`src/rtl/core/udta_pkg.sv`:
```
// udta_pkg: shared types, constants and character tables for the utf-8 to ascii normaliser
// used by udta_front, udta_fifo, udta_back and the top level; no dependencies

package udta_pkg;

  // mode register values; mode 3 behaves as transliterate only
  localparam logic [1:0] ModeXlat  = 2'd0;
  localparam logic [1:0] ModeUpper = 2'd1;
  localparam logic [1:0] ModeLower = 2'd2;

  // default depth of the queue between front and back
  localparam int unsigned FifoDepth = 4;

  // one queue entry: all results caused by one input byte
  typedef struct packed {
    logic [2:0][6:0] chars;        // up to three characters, first in slot 0
    logic [1:0]      last_idx;     // slot of the final result
    logic            char_valid;   // 0 for a bare end marker
    logic            string_done;  // entry belongs to the last byte of a string
  } udta_entry_t;

  // transliteration of one code point: up to two characters
  typedef struct packed {
    logic [1:0]      cnt;
    logic [1:0][6:0] chr;
  } udta_xlat_t;

  // code point to ascii lookup
  function automatic udta_xlat_t xlat(input logic [20:0] v);
    udta_xlat_t r;
    logic       low;
    logic [7:0] c;
    logic [6:0] add;
    r   = '0;
    low = (v[7:0] >= 8'hE0);
    c   = v[7:0] & 8'hDF;
    add = low ? 7'd32 : 7'd0;
    if (v < 21'h7F) begin
      r.cnt = 2'd1; r.chr[0] = v[6:0];
    end else if (v >= 21'hC0 && v <= 21'hFF) begin
      // latin-1 block: small-letter half folded onto the capital half
      if (c <= 8'hC5) begin
        r.cnt = 2'd1; r.chr[0] = 7'h41 + add;
      end else if (c == 8'hC6) begin
        r.cnt = 2'd2; r.chr[0] = 7'h41 + add; r.chr[1] = 7'h45 + add;
      end else if (c == 8'hC7) begin
        r.cnt = 2'd1; r.chr[0] = 7'h43 + add;
      end else if (c <= 8'hCB) begin
        r.cnt = 2'd1; r.chr[0] = 7'h45 + add;
      end else if (c <= 8'hCF) begin
        r.cnt = 2'd1; r.chr[0] = 7'h49 + add;
      end else if (c == 8'hD0 || c == 8'hDE) begin
        r.cnt = 2'd2; r.chr[0] = 7'h54 + add; r.chr[1] = 7'h48 + add;
      end else if (c == 8'hD1) begin
        r.cnt = 2'd1; r.chr[0] = 7'h4E + add;
      end else if (c <= 8'hD6 || c == 8'hD8) begin
        r.cnt = 2'd1; r.chr[0] = 7'h4F + add;
      end else if (c == 8'hD7) begin
        // multiplication and division signs
        r.cnt = 2'd1; r.chr[0] = low ? 7'h2F : 7'h2A;
      end else if (c <= 8'hDC) begin
        r.cnt = 2'd1; r.chr[0] = 7'h55 + add;
      end else if (c == 8'hDD) begin
        r.cnt = 2'd1; r.chr[0] = 7'h59 + add;
      end else if (low) begin
        // y with diaeresis
        r.cnt = 2'd1; r.chr[0] = 7'h79;
      end else begin
        // sharp s
        r.cnt = 2'd2; r.chr[0] = 7'h73; r.chr[1] = 7'h73;
      end
    end else begin
      // capital sharp s and the romanian letters
      case (v)
        21'h1E9E: begin r.cnt = 2'd2; r.chr[0] = 7'h53; r.chr[1] = 7'h53; end
        21'h102:  begin r.cnt = 2'd1; r.chr[0] = 7'h41; end
        21'h103:  begin r.cnt = 2'd1; r.chr[0] = 7'h61; end
        21'h218, 21'h15E: begin r.cnt = 2'd1; r.chr[0] = 7'h53; end
        21'h219, 21'h15F: begin r.cnt = 2'd1; r.chr[0] = 7'h73; end
        21'h21A, 21'h162: begin r.cnt = 2'd1; r.chr[0] = 7'h54; end
        21'h21B, 21'h163: begin r.cnt = 2'd1; r.chr[0] = 7'h74; end
        default: r.cnt = 2'd0;
      endcase
    end
    return r;
  endfunction

  // word separators: control characters, space and the operator set
  function automatic logic is_sep(input logic [6:0] c);
    logic s;
    s = (c <= 7'd32);
    case (c) inside
      7'h3B, 7'h3A, 7'h2D, 7'h2C, 7'h2E, 7'h3D, 7'h29, 7'h28,
      7'h3C, 7'h3E, 7'h5B, 7'h5D, 7'h7B, 7'h7D, 7'h2F, 7'h26,
      7'h25, 7'h2A, 7'h7C, 7'h2B, 7'h23, 7'h3F, 7'h21, 7'h24: s = 1'b1;
      default: ;
    endcase
    return s;
  endfunction

  // letters, digits and underscore
  function automatic logic is_word(input logic [6:0] c);
    return (c >= 7'h30 && c <= 7'h39) || (c >= 7'h41 && c <= 7'h5A) ||
           (c >= 7'h61 && c <= 7'h7A) || (c == 7'h5F);
  endfunction

endpackage

```
`src/rtl/core/udta_front.sv`:
```
// udta_front: utf-8 decoder, transliteration and name filter
// builds at most one queue entry per accepted byte; depends on udta_pkg

module udta_front (
  input  logic                 clk_i,
  input  logic                 rst_ni,
  input  logic                 cfg_we_i,
  input  logic [1:0]           cfg_wdata_i,
  input  logic                 accept_i,
  input  logic [7:0]           in_byte_i,
  input  logic                 eos_i,
  output logic                 push_o,
  output udta_pkg::udta_entry_t entry_o
);

  logic [1:0]  mode_q;
  logic [20:0] acc_q, acc_d, acc_nx;
  logic [1:0]  rem_q, rem_d;
  logic        space_q, space_d;
  logic        word_q, word_d;
  logic        nul_q, nul_d;
  logic        have;
  logic [20:0] cp;
  logic        name_mode;
  logic [1:0]  n;
  logic [6:0]  c;
  logic [2:0][6:0] chars;
  udta_pkg::udta_xlat_t xl;

  assign name_mode = (mode_q == udta_pkg::ModeUpper) || (mode_q == udta_pkg::ModeLower);

  // decode, transliterate and filter one byte
  always_comb begin
    acc_d   = acc_q;
    rem_d   = rem_q;
    nul_d   = nul_q;
    space_d = space_q;
    word_d  = word_q;
    have    = 1'b0;
    cp      = '0;
    acc_nx  = {acc_q[14:0], in_byte_i[5:0]};
    c       = '0;
    if (!nul_q) begin
      if (in_byte_i == 8'h00) begin
        nul_d = 1'b1; rem_d = 2'd0; acc_d = '0;
      end else if (!in_byte_i[7]) begin
        rem_d = 2'd0; acc_d = '0; cp = {14'd0, in_byte_i[6:0]}; have = 1'b1;
      end else if (in_byte_i[7:6] == 2'b10) begin
        // continuation byte, dropped when no sequence is open
        if (rem_q != 2'd0) begin
          acc_d = acc_nx;
          rem_d = rem_q - 2'd1;
          if (rem_q == 2'd1) begin
            cp = acc_nx; have = 1'b1; acc_d = '0;
          end
        end
      end else if (in_byte_i[7:5] == 3'b110) begin
        acc_d = {16'd0, in_byte_i[4:0]}; rem_d = 2'd1;
      end else if (in_byte_i[7:4] == 4'b1110) begin
        acc_d = {17'd0, in_byte_i[3:0]}; rem_d = 2'd2;
      end else if (in_byte_i[7:3] == 5'b11110) begin
        acc_d = {18'd0, in_byte_i[2:0]}; rem_d = 2'd3;
      end else begin
        acc_d = '0; rem_d = 2'd0;
      end
    end

    xl    = udta_pkg::xlat(cp);
    chars = '0;
    n     = 2'd0;
    // at most two characters per code point
    for (int i = 0; i < 2; i++) begin
      if (have && (2'(i) < xl.cnt)) begin
        c = xl.chr[1'(i)];
        if (!name_mode) begin
          chars[n] = c; n = n + 2'd1;
        end else if (udta_pkg::is_sep(c)) begin
          if (word_d) space_d = 1'b1;
        end else if (udta_pkg::is_word(c)) begin
          if (space_d) begin
            chars[n] = 7'h20; n = n + 2'd1; space_d = 1'b0;
          end
          if (mode_q == udta_pkg::ModeUpper && c >= 7'h61 && c <= 7'h7A) c = c - 7'd32;
          if (mode_q == udta_pkg::ModeLower && c >= 7'h41 && c <= 7'h5A) c = c + 7'd32;
          chars[n] = c; n = n + 2'd1; word_d = 1'b1;
        end
      end
    end

    // end of string clears all decoder and word state
    if (eos_i) begin
      acc_d = '0; rem_d = 2'd0; space_d = 1'b0; word_d = 1'b0; nul_d = 1'b0;
    end
  end

  // queue entry
  always_comb begin
    entry_o.chars       = chars;
    entry_o.char_valid  = (n != 2'd0);
    entry_o.last_idx    = (n == 2'd0) ? 2'd0 : n - 2'd1;
    entry_o.string_done = eos_i;
  end

  assign push_o = accept_i && ((n != 2'd0) || eos_i);

  // state registers: mode on a config write, decoder and word state per accepted byte
  always_ff @(posedge clk_i or negedge rst_ni) begin
    if (!rst_ni) begin
      mode_q  <= udta_pkg::ModeXlat;
      acc_q   <= '0;
      rem_q   <= '0;
      space_q <= 1'b0;
      word_q  <= 1'b0;
      nul_q   <= 1'b0;
    end else begin
      if (cfg_we_i) mode_q <= cfg_wdata_i;
      if (accept_i) begin
        acc_q   <= acc_d;
        rem_q   <= rem_d;
        space_q <= space_d;
        word_q  <= word_d;
        nul_q   <= nul_d;
      end
    end
  end

endmodule

```
`src/rtl/core/udta_fifo.sv`:
```
// udta_fifo: short queue of per-byte result entries between front and back
// depends on udta_pkg for the entry type

module udta_fifo #(
  parameter int unsigned Depth = udta_pkg::FifoDepth
) (
  input  logic                  clk_i,
  input  logic                  rst_ni,
  input  logic                  push_i,
  input  udta_pkg::udta_entry_t push_data_i,
  output logic                  full_o,
  input  logic                  pop_i,
  output logic                  empty_o,
  output udta_pkg::udta_entry_t head_o
);

  localparam int unsigned AW = (Depth > 1) ? $clog2(Depth) : 1;
  localparam int unsigned CW = $clog2(Depth + 1);
  localparam logic [AW-1:0] LastPtr = AW'(Depth - 1);
  localparam logic [CW-1:0] FullCnt = CW'(Depth);

  udta_pkg::udta_entry_t mem_q [Depth];
  logic [AW-1:0] wr_ptr_q, rd_ptr_q;
  logic [CW-1:0] cnt_q;

  assign full_o  = (cnt_q == FullCnt);
  assign empty_o = (cnt_q == '0);
  assign head_o  = mem_q[rd_ptr_q];

  // entry storage
  always_ff @(posedge clk_i) begin
    if (push_i && !full_o) mem_q[wr_ptr_q] <= push_data_i;
  end

  // pointers and fill count
  always_ff @(posedge clk_i or negedge rst_ni) begin
    if (!rst_ni) begin
      wr_ptr_q <= '0;
      rd_ptr_q <= '0;
      cnt_q    <= '0;
    end else begin
      if (push_i && !full_o) wr_ptr_q <= (wr_ptr_q == LastPtr) ? '0 : wr_ptr_q + AW'(1);
      if (pop_i && !empty_o) rd_ptr_q <= (rd_ptr_q == LastPtr) ? '0 : rd_ptr_q + AW'(1);
      case ({push_i && !full_o, pop_i && !empty_o})
        2'b10:   cnt_q <= cnt_q + CW'(1);
        2'b01:   cnt_q <= cnt_q - CW'(1);
        default: ;
      endcase
    end
  end

endmodule

```
`src/rtl/core/udta_back.sv`:
```
// udta_back: splits queue entries into single results and holds the output register
// depends on udta_pkg for the entry type

module udta_back (
  input  logic                  clk_i,
  input  logic                  rst_ni,
  input  logic                  empty_i,
  input  udta_pkg::udta_entry_t head_i,
  output logic                  pop_o,
  output logic                  valid_o,
  input  logic                  ready_i,
  output logic [6:0]            out_char_o,
  output logic                  char_valid_o,
  output logic                  string_done_o,
  output logic                  run_last_o
);

  logic [1:0] idx_q;
  logic       load, at_last;
  logic       valid_q;
  logic [6:0] char_q;
  logic       cv_q, done_q, last_q;

  assign load    = !empty_i && (!valid_q || ready_i);
  assign at_last = (idx_q == head_i.last_idx);
  assign pop_o   = load && at_last;

  // slot counter within the head entry and output valid flag
  always_ff @(posedge clk_i or negedge rst_ni) begin
    if (!rst_ni) begin
      idx_q   <= '0;
      valid_q <= 1'b0;
    end else begin
      if (load) idx_q <= at_last ? 2'd0 : idx_q + 2'd1;
      if (load) valid_q <= 1'b1;
      else if (ready_i) valid_q <= 1'b0;
    end
  end

  // output payload register
  always_ff @(posedge clk_i) begin
    if (load) begin
      char_q <= head_i.chars[idx_q];
      cv_q   <= head_i.char_valid;
      done_q <= head_i.string_done && at_last;
      last_q <= at_last;
    end
  end

  assign valid_o       = valid_q;
  assign out_char_o    = char_q;
  assign char_valid_o  = cv_q;
  assign string_done_o = done_q;
  assign run_last_o    = last_q;

endmodule

```
`src/rtl/core/utf8_diacritic_to_ascii_normalizer_top.sv`:
```
// utf8_diacritic_to_ascii_normalizer_top: utf-8 byte stream to ascii characters
// instantiates udta_front, udta_fifo and udta_back; depends on udta_pkg
//
// Usage:
//   Input stream: one utf-8 byte per transaction on s_axis_tdata, s_axis_tlast set on
//   the final byte of a string. Output stream: one ascii character per transaction on
//   m_axis_tdata[6:0]; m_axis_tuser[0] is 0 for a bare end marker (a final byte that
//   yields no character), m_axis_tuser[1] flags the last result of a string, and
//   m_axis_tlast flags the last result caused by one input byte.
//   The mode register (cfg_wdata_i on cfg_we_i) selects plain transliteration (0),
//   upper-case name normalisation (1) or lower-case name normalisation (2); write it
//   only while the block is idle.
//   The first result of a byte passes through the queue and then the output register
//   before its output transaction can complete. A byte is accepted every cycle while
//   the queue between decoder and output stage has room; a byte gives at most three
//   results, and the sustained rate is one result per cycle while the receiver is
//   ready, set by the single output register. Bytes that yield nothing take no queue
//   slot.
//   Reset clears the decoder, the word state, the queue and the mode (to 0).
//   When the receiver stalls, the output register holds its result, the queue
//   fills, and s_axis_tready drops once the queue is full.

module utf8_diacritic_to_ascii_normalizer_top #(
  parameter int unsigned FifoDepth = udta_pkg::FifoDepth
) (
  input  logic       clk_i,
  input  logic       rst_ni,
  input  logic       cfg_we_i,
  input  logic [1:0] cfg_wdata_i,
  input  logic       s_axis_tvalid,
  output logic       s_axis_tready,
  input  logic [7:0] s_axis_tdata,   // [7:0] in_byte
  input  logic       s_axis_tlast,   // end_of_string
  output logic       m_axis_tvalid,
  input  logic       m_axis_tready,
  output logic [7:0] m_axis_tdata,   // [6:0] out_char, [7] zero
  output logic [1:0] m_axis_tuser,   // [0] char_valid, [1] string_done
  output logic       m_axis_tlast    // run_last
);

  logic                  accept, push, full, pop, empty;
  udta_pkg::udta_entry_t push_data, head;
  logic [6:0]            out_char;
  logic                  char_valid, string_done, run_last;

  assign s_axis_tready = !full;
  assign accept        = s_axis_tvalid && !full;

  // decoder and filter
  udta_front u_front (
    .clk_i       (clk_i),
    .rst_ni      (rst_ni),
    .cfg_we_i    (cfg_we_i),
    .cfg_wdata_i (cfg_wdata_i),
    .accept_i    (accept),
    .in_byte_i   (s_axis_tdata),
    .eos_i       (s_axis_tlast),
    .push_o      (push),
    .entry_o     (push_data)
  );

  // entry queue
  udta_fifo #(
    .Depth (FifoDepth)
  ) u_fifo (
    .clk_i       (clk_i),
    .rst_ni      (rst_ni),
    .push_i      (push),
    .push_data_i (push_data),
    .full_o      (full),
    .pop_i       (pop),
    .empty_o     (empty),
    .head_o      (head)
  );

  // result serialiser and output register
  udta_back u_back (
    .clk_i         (clk_i),
    .rst_ni        (rst_ni),
    .empty_i       (empty),
    .head_i        (head),
    .pop_o         (pop),
    .valid_o       (m_axis_tvalid),
    .ready_i       (m_axis_tready),
    .out_char_o    (out_char),
    .char_valid_o  (char_valid),
    .string_done_o (string_done),
    .run_last_o    (run_last)
  );

  assign m_axis_tdata = {1'b0, out_char};
  assign m_axis_tuser = {string_done, char_valid};
  assign m_axis_tlast = run_last;

endmodule

```
`config.mk`:
```
export PLATFORM = sky130hd
export DESIGN_NAME = utf8_diacritic_to_ascii_normalizer_top
export DESIGN_NICKNAME = d
export VERILOG_FILES = /design/src/rtl/core/udta_pkg.sv /design/src/rtl/core/udta_front.sv /design/src/rtl/core/udta_fifo.sv /design/src/rtl/core/udta_back.sv /design/src/rtl/core/utf8_diacritic_to_ascii_normalizer_top.sv
export SDC_FILE = /design/constraint.sdc
export NUM_CORES = 1
export LEC_CHECK = 0
export BUFFER_PORTS_ARGS = -buffer_cell sky130_fd_sc_hd__buf_4
export CAP_MARGIN = 20
export CORE_ASPECT_RATIO = 1.2
export CORE_MARGIN = 5
export CORE_UTILIZATION = 56
export DETAILED_ROUTE_END_ITERATION = 16
export PLACE_DENSITY = 0.79
export SLEW_MARGIN = 40
export SYNTH_ARGS = -nofsm -noshare
export SYNTH_HDL_FRONTEND = slang
export SYNTH_SLANG_ARGS = --single-unit
```
`constraint.sdc`:
```
create_clock -name clk_i -period 5.19 [get_ports clk_i]
set_input_delay 1.038 -clock clk_i [delete_from_list [all_inputs] [get_ports clk_i]]
set_output_delay 1.038 -clock clk_i [all_outputs]
set_load 0.01 [all_outputs]
```
* After elaboration in Yosys (flattened, before gate mapping) *
Memories as Yosys holds them, arrays and structs flattened.
Index checks and enable logic that the tools add are counted.

cells by class
  add/subtract/negate cells = 21
  magnitude comparators = 25
  equality and inequality tests = 61
  multiplexer cells = 138
  reductions and logical operators = 50

operator list
  cell                  number
  $mux 7                39
  $mux 21               11
  $eq 7x6->1 const B    19
  $eq 21x9->1 const B   6
  $mux 15               8
  $eq 7x7->1 const B    14
  $eq 21x10->1 const B  4
  $add 7x7->7 const A   10
  $mux 2                34
  $mux 16               3
  $bwmux 21             2
  $pmux 7 s6            1
  $le 8x8->1 const B    5
  $demux 7 s2           2
  $mux 1                28
  $reduce_or 24->1      1
  $eq 21x13->1 const B  1
  $ge 21x8->1 const B   1
  $ge 7x7->1 const B    3
  $le 21x8->1 const B   1
  $le 7x7->1 const B    3
  $lt 21x7->1 const B   1
  $logic_and 1x1->1     19
  $bmux 7 s2            1
  39 further kinds      78

word-level totals
  flip-flop bits (word level) = 42
  bits in writable memories = 100
  output and inout bits = 13
  word-level logic and storage cells = 311
  memories kept = 1

memory list
  name          words  bits a word  rd ports  clocked after Yosys merged registers in  wr ports  line             text
  u_fifo.mem_q  4      25           1         0                                        1         udta_fifo.sv:22  udta_pkg::udta_entry_t mem_q [Depth];

* Depth between registers and ports, before layout *
  depth after elaboration = 48
  mapped depth = 30

* Hierarchy *
Synthesis repeated with hierarchy kept, for this count alone.

second synthesis, totals
  cell total of the unflattened synthesis = 666
  area total of the unflattened synthesis = 8045.2 um2

by module, submodules not included
  module                                  times used  cells each  area each (um2)  seq. area each (um2)
  udta_fifo                               1           171         4105.2           3178.0
  udta_front                              1           434         3254.4           550.5
  udta_back                               1           55          649.4            375.4
  utf8_diacritic_to_ascii_normalizer_top  1           6           36.3             0.0

* Worst setup path before layout *
OpenSTA, ideal clock, no wires.

  path type = input port to flip-flop
  start point = input s_axis_tdata[6]
  end point = register u_fifo.cnt_q[2]
  library setup time = 0.079 ns
  arrival time = 5.841 ns
  required time = 5.111 ns
  slack = -0.731 ns
  cell stages on the path = 23
  cell sequence = clkbuf_1 -> nand4b_1 -> or3_4 -> nand4b_4 -> nor4b_4 -> nor4_2 -> or2_1 -> or4_4 -> a221oi_4 -> nand4_1 -> clkbuf_1 -> ha_1 -> inv_1 -> a21oi_1 -> o211ai_2 -> a31oi_4 -> inv_1 -> ha_1 -> inv_1 -> fa_1 -> xor2_1 -> nor2_1 -> xor2_1

on the way
  longest elaborated chain between the ends = 39
  elaborated cells between the ends (all ways) = 145
  classes of those cells = 10 x add/sub; 18 x order compare; 47 x eq/ne; 47 x mux; 23 x reduce/logical

RTL lines
  item                                             line                                          text
  start, declared                                  utf8_diacritic_to_ascii_normalizer_top.sv:32  input logic [7:0] s_axis_tdata,
  $eq 2x2->1                                       udta_front.sv:48                              end else if (in_byte_i[7:6] == 2'b10) begin
  $mux 21                                          udta_front.sv:48
  $mux 21                                          udta_front.sv:46                              end else if (!in_byte_i[7]) begin
  $mux 21                                          udta_front.sv:44                              if (in_byte_i == 8'h00) begin
  $mux 21                                          udta_front.sv:43                              if (!nul_q) begin
  $ge 8x8->1                                       udta_pkg.sv:35                                low = (v[7:0] >= 8'hE0);
  $mux 6                                           udta_pkg.sv:37                                add = low ? 7'd32 : 7'd0;
  $add 7x7->7                                      udta_pkg.sv:64                                r.cnt = 2'd1; r.chr[0] = 7'h59 + add;
  (+23 left out)                                   -
  $mux 2                                           udta_front.sv:75                              if (!name_mode) begin
  $mux 2 *                                         udta_front.sv:73                              if (have && (2'(i) < xl.cnt)) begin
  $reduce_bool 2->1 *                              udta_front.sv:104                             assign push_o = accept_i && ((n != 2'd0) || eos_i);
  $logic_or 1x1->1 *                               udta_front.sv:104
  $logic_and 1x1->1 *                              udta_front.sv:104
  $logic_and 1x1->1 *                              udta_fifo.sv:44                               case ({push_i && !full_o, pop_i && !empty_o})
  $eq 2x1->1 or $eq 2x2->1 (tied branches)         udta_fifo.sv:44
  $pmux 3 s2 or $reduce_bool 2->1 (tied branches)  -
  end signal, assigned                             udta_fifo.sv:45                               2'b10: cnt_q <= cnt_q + CW'(1);
  end signal, assigned                             udta_fifo.sv:46                               2'b01: cnt_q <= cnt_q - CW'(1);
  end, declared                                    udta_fifo.sv:24                               logic [CW-1:0] cnt_q;

Every way passes the cells marked *; elsewhere a longest branch is shown, timed or not. The select of a mux whose other input is x is not followed.
A chain may end at the register's enable or synchronous reset.

* Worst setup path after layout *
  start point = register u_front.rem_q[0]
  end point = register u_fifo.cnt_q[2]

on the way
  longest elaborated chain between the ends = 41
  elaborated cells between the ends (all ways) = 149
  classes of those cells = 10 x add/sub; 18 x order compare; 47 x eq/ne; 51 x mux; 23 x reduce/logical

RTL lines
  item                                             line               text
  start, declared                                  udta_front.sv:18   logic [1:0] rem_q, rem_d;
  start signal, assigned                           udta_front.sv:119  rem_q <= rem_d;
  $eq 2x1->1                                       udta_front.sv:53   if (rem_q == 2'd1) begin
  $mux 21                                          udta_front.sv:53
  $mux 21                                          udta_front.sv:50   if (rem_q != 2'd0) begin
  $mux 21                                          udta_front.sv:48
  $mux 21                                          udta_front.sv:46
  $mux 21                                          udta_front.sv:44
  $mux 21                                          udta_front.sv:43
  $ge 8x8->1                                       udta_pkg.sv:35
  (+25 left out)                                   -
  $mux 2                                           udta_front.sv:75
  $mux 2 *                                         udta_front.sv:73
  $reduce_bool 2->1 *                              udta_front.sv:104
  $logic_or 1x1->1 *                               udta_front.sv:104
  $logic_and 1x1->1 *                              udta_front.sv:104
  $logic_and 1x1->1 *                              udta_fifo.sv:44
  $eq 2x1->1 or $eq 2x2->1 (tied branches)         udta_fifo.sv:44
  $pmux 3 s2 or $reduce_bool 2->1 (tied branches)  -

Marked as above.

==> results.sh <==
export IMPL_synth_simple_gate_area_share_pct=18.1
export IMPL_grt_pass1_wl_um=32100
export IMPL_drt_wl_total_um=22900
export IMPL_ys_ff_latch=114
export IMPL_drive_above_1_share_pct=42.2
export IMPL_synth_edf_count=82
export IMPL_fin_crit_ns=5.56
export IMPL_final_hold_violation_count=0
export IMPL_ioPinCount=29
export IMPL_avgRoutedWirePerCell_um=24.1
export IMPL_worst_ir_drop_vdd_mv=0.237
export IMPL_busiest_layer="met2"
export IMPL_status="finished, violations left"
export IMPL_p_per_area_mw_per_mm2=401
export IMPL_nNetsFinal=816
export IMPL_crit_required_ns=5.51
export IMPL_core_sq_mm=0.0116
export IMPL_rr_endpoint="u_fifo.cnt_q[2]$_DFFE_PN0P_"
export IMPL_max_stage_delay_ns=0.58
export IMPL_fin_setup_tns_ns=-9.64
export IMPL_cts_tree="done"
export IMPL_synthAdderAreaFrac_pct=3.70
export IMPL_grt_max_degree=36
export IMPL_start_util_pct=57.3
export IMPL_ys_seq_area_share_pct=49.3
export IMPL_cp_num_buf_inv=7
export IMPL_whs_ns=0.488
export IMPL_htree_num_levels=4
export IMPL_worstSetupEndpointType="flip-flop"
export IMPL_critical_path_top_delay_family="compound AO/OA/AOI/OAI gates"
export IMPL_row_count=43
export IMPL_synth_xor_area_share_pct=1.06
export IMPL_dp_hpwl_um=13600
export IMPL_period_share_pct=107
export IMPL_grt_antenna_before_repair=0
export IMPL_r2r_setup_slack_ns=-0.37
export IMPL_initialDrtViolationCount=674
export IMPL_syn_inst=600
export IMPL_dieArea_sq_mm=0.0141
export IMPL_grtUsageMet1_pct=33.1
export IMPL_gp_congestion=1.03
export IMPL_critPathArrivalTime_ns=5.88
export IMPL_placed_area_sq_mm=0.00813
export IMPL_use_met3_pct=5.48
export IMPL_hp_class="reg -> reg"
export IMPL_setup_violations_final=90
export IMPL_diodes=0
export IMPL_clk_pin_slew_worst_paths_ns=0.06
export IMPL_yosysWarnings=0
export IMPL_grt_setup_unrepaired="yes"
export IMPL_drt_pass1_iter_count=5
export IMPL_vias=6191
export IMPL_worst_slack_ns=-0.371
export IMPL_track_usage_pct=30.1
export IMPL_r2r_cells=27
export IMPL_synthFlopType="edfxtp_1"
export IMPL_crit_path_max_fanout=7
export IMPL_port_buffers=27
export IMPL_stdcell_area_sq_mm=0.00928
export IMPL_power_mw=3.72
export IMPL_layout_commonest_cell="buf_4"
export IMPL_cts_max_path_buffers=2
export IMPL_cts_buffers=17
export IMPL_crit_start="u_front.rem_q[0]$_DFFE_PN0P_"
export IMPL_grt_overflow=0
export IMPL_die_h_um=129
export IMPL_via_per_inst=6.51
export IMPL_synth_area_per_cell_sq_um=11.0
export IMPL_slowest_stage="or4_1"
export IMPL_violations="negative setup slack"
export IMPL_worstSetupPathDepth=27
export IMPL_cts_root_buf="clkbuf_16"
export IMPL_drtAntennaViolNets=0
export IMPL_grt_pass1_vias=6046
export IMPL_cap_violations=0
export IMPL_cts_sinks=114
export IMPL_synthMuxAreaShare_pct=8.29
export IMPL_slew_viol_final=0
export IMPL_clkLatencyLatePin_ns=0.42
export IMPL_p_leak_nw=3.67
export IMPL_synth_compound_area_share_pct=15.1
export IMPL_crit_type="reg -> reg"
export IMPL_grtUsageMet2_pct=54.3
export IMPL_tightestPinTransition_ns=0.728
export IMPL_synth_area_sq_mm=0.00662
export IMPL_max_freq_ghz=0.180
export IMPL_drc=0
export IMPL_syn_to_final_growth_pct=40.1
export IMPL_async_flop_share_pct=28.1
export IMPL_finClkSkew_ns=0.00861
export IMPL_timing_rr_start="u_front.rem_q[0]$_DFFE_PN0P_"
export IMPL_crit_path_end="u_fifo.cnt_q[2]$_DFFE_PN0P_"
export IMPL_die_width_um=109
export IMPL_slew_headroom_pct=51.3
export IMPL_critPathLaunchType="flip-flop"
export IMPL_synth_distinct_cells=87
export IMPL_final_cell_mix="buf_4 (185), edfxtp_1 (82), nand2_1 (60), o21ai_0 (34), dfrtp_1 (31)"
export IMPL_synth_top_family_by_area="simple AND/OR/NAND/NOR gates"
export IMPL_pre_cts_ws_ns=-0.633
## layout make-up
class                   instances  area [sq um]
flip-flops and latches        114          3260
clock buffers                  18           439
inverters                      34           135
fillers                       628          2290
well taps                     157           196
multi-input cells             418          3530
repair buffers                196          1580
clock inverters                14           129
## Yosys cell counts (3+ instances only)
cell	number	area, sq um
and3_1	3	18.8
or4_1	4	30.0
a31oi_1	5	31.3
mux2i_1	11	110
nand3_1	13	65.1
a21o_1	5	37.5
o32ai_1	3	26.3
nor2_1	29	109
or3_1	5	31.3
nand2b_1	5	31.3
nor4_1	12	75.1
buf_4	3	22.5
dfrtp_1	32	801
nand4bb_1	3	33.8
o21ai_1	4	20.0
and4_1	4	35.0
o21a_1	5	37.5
ha_1	18	225
a211oi_1	7	52.6
edfxtp_1	82	2460
buf_1	6	22.5
nor3_1	15	75.1
o211ai_1	14	105
o211a_1	3	30.0
and2_1	13	81.3
o31ai_1	6	45.0
a21oi_1	23	115
nand2_1	62	233
xnor2_1	5	43.8
buf_2	5	25.0
nand4b_1	3	26.3
xor2_1	3	26.3
nor2b_1	6	37.5
clkbuf_1	23	86.3
nand4_1	13	81.3
o2111ai_1	3	26.3
o21ai_0	36	180
inv_1	33	124
mux4_2	18	405
## registers in the layout (all words and copies together), names as in the netlist
register / cells
u_back.char_valid_o: 1
u_back.idx_q: 2
u_back.out_char_o: 7
u_back.run_last_o: 1
u_back.string_done_o: 1
u_back.valid_o: 1
u_fifo.cnt_q: 3
u_fifo.mem_q: 72
u_fifo.rd_ptr_q: 2
u_fifo.wr_ptr_q: 2
u_front.acc_q: 15
u_front.mode_q: 2
u_front.nul_q: 1
u_front.rem_q: 2
u_front.space_q: 1
u_front.word_q: 1
## timing repair
item	CTS	global route
endpoints found under the setup margin	90	93
gates cloned	0	2
hold buffers	0	0
setup buffers	13	10
pin swaps	7	22
resized for setup	28	47
hold endpoints to repair	0	0
## cell families (layout without fill, tap and decap cells)
family	Yosys count	after routing
AOI/OAI and AO/OA	143	143
muxes	32	32
DFF	114	114
and+or+nand+nor	211	211
adders and majority gates	19	19
buffers and inverters	72	262
xor gates and xnor gates	8	8
other	1	5
## where the power goes
group | internal (mW) | switching, mW | leakage [nW]
Sequential | 1.18 | 0.156 | 1.19
Clock | 0.675 | 0.460 | 0.273
Combinational | 0.600 | 0.646 | 2.20
Total | 2.46 | 1.26 | 3.67
## through the flow
step	utilization, %	cells
global placement	70.2	894
global route	80.2	951
floorplan	-	604
detailed placement	70.2	894
finish	80.2	951
CTS	77.2	939
## worst min path at each step
stage,startpoint,end,slack [ns],cells past startpoint
2_1_floorplan,u_front.rem_q[1]$_DFFE_PN0P_,u_front.rem_q[1]$_DFFE_PN0P_,0.45,2
3_3_place_gp,u_front.rem_q[1]$_DFFE_PN0P_,u_front.rem_q[1]$_DFFE_PN0P_,0.46,2
3_5_place_dp,u_front.acc_q[9]$_DFFE_PN0P_,u_front.acc_q[9]$_DFFE_PN0P_,0.47,2
4_1_cts,u_front.acc_q[9]$_DFFE_PN0P_,u_front.acc_q[9]$_DFFE_PN0P_,0.49,2
5_1_grt,u_front.acc_q[9]$_DFFE_PN0P_,u_front.acc_q[9]$_DFFE_PN0P_,0.53,2
6_report,u_front.acc_q[9]$_DFFE_PN0P_,u_front.acc_q[9]$_DFFE_PN0P_,0.49,2
## worst min-delay path: stages (launching register included)
cell	delay, ns
dfrtp_1	0.34
nand2_1	0.05
o21ai_0	0.06
## per-layer routing
metal / wire length, um / vias to the layer above
met3: 1640 / 148
met1: 7740 / 2966
li1: - / 2653
met2: 11700 / 424
met4: 1840 / 0
met5: 0 / -
(Power assumes the default switching activity.)
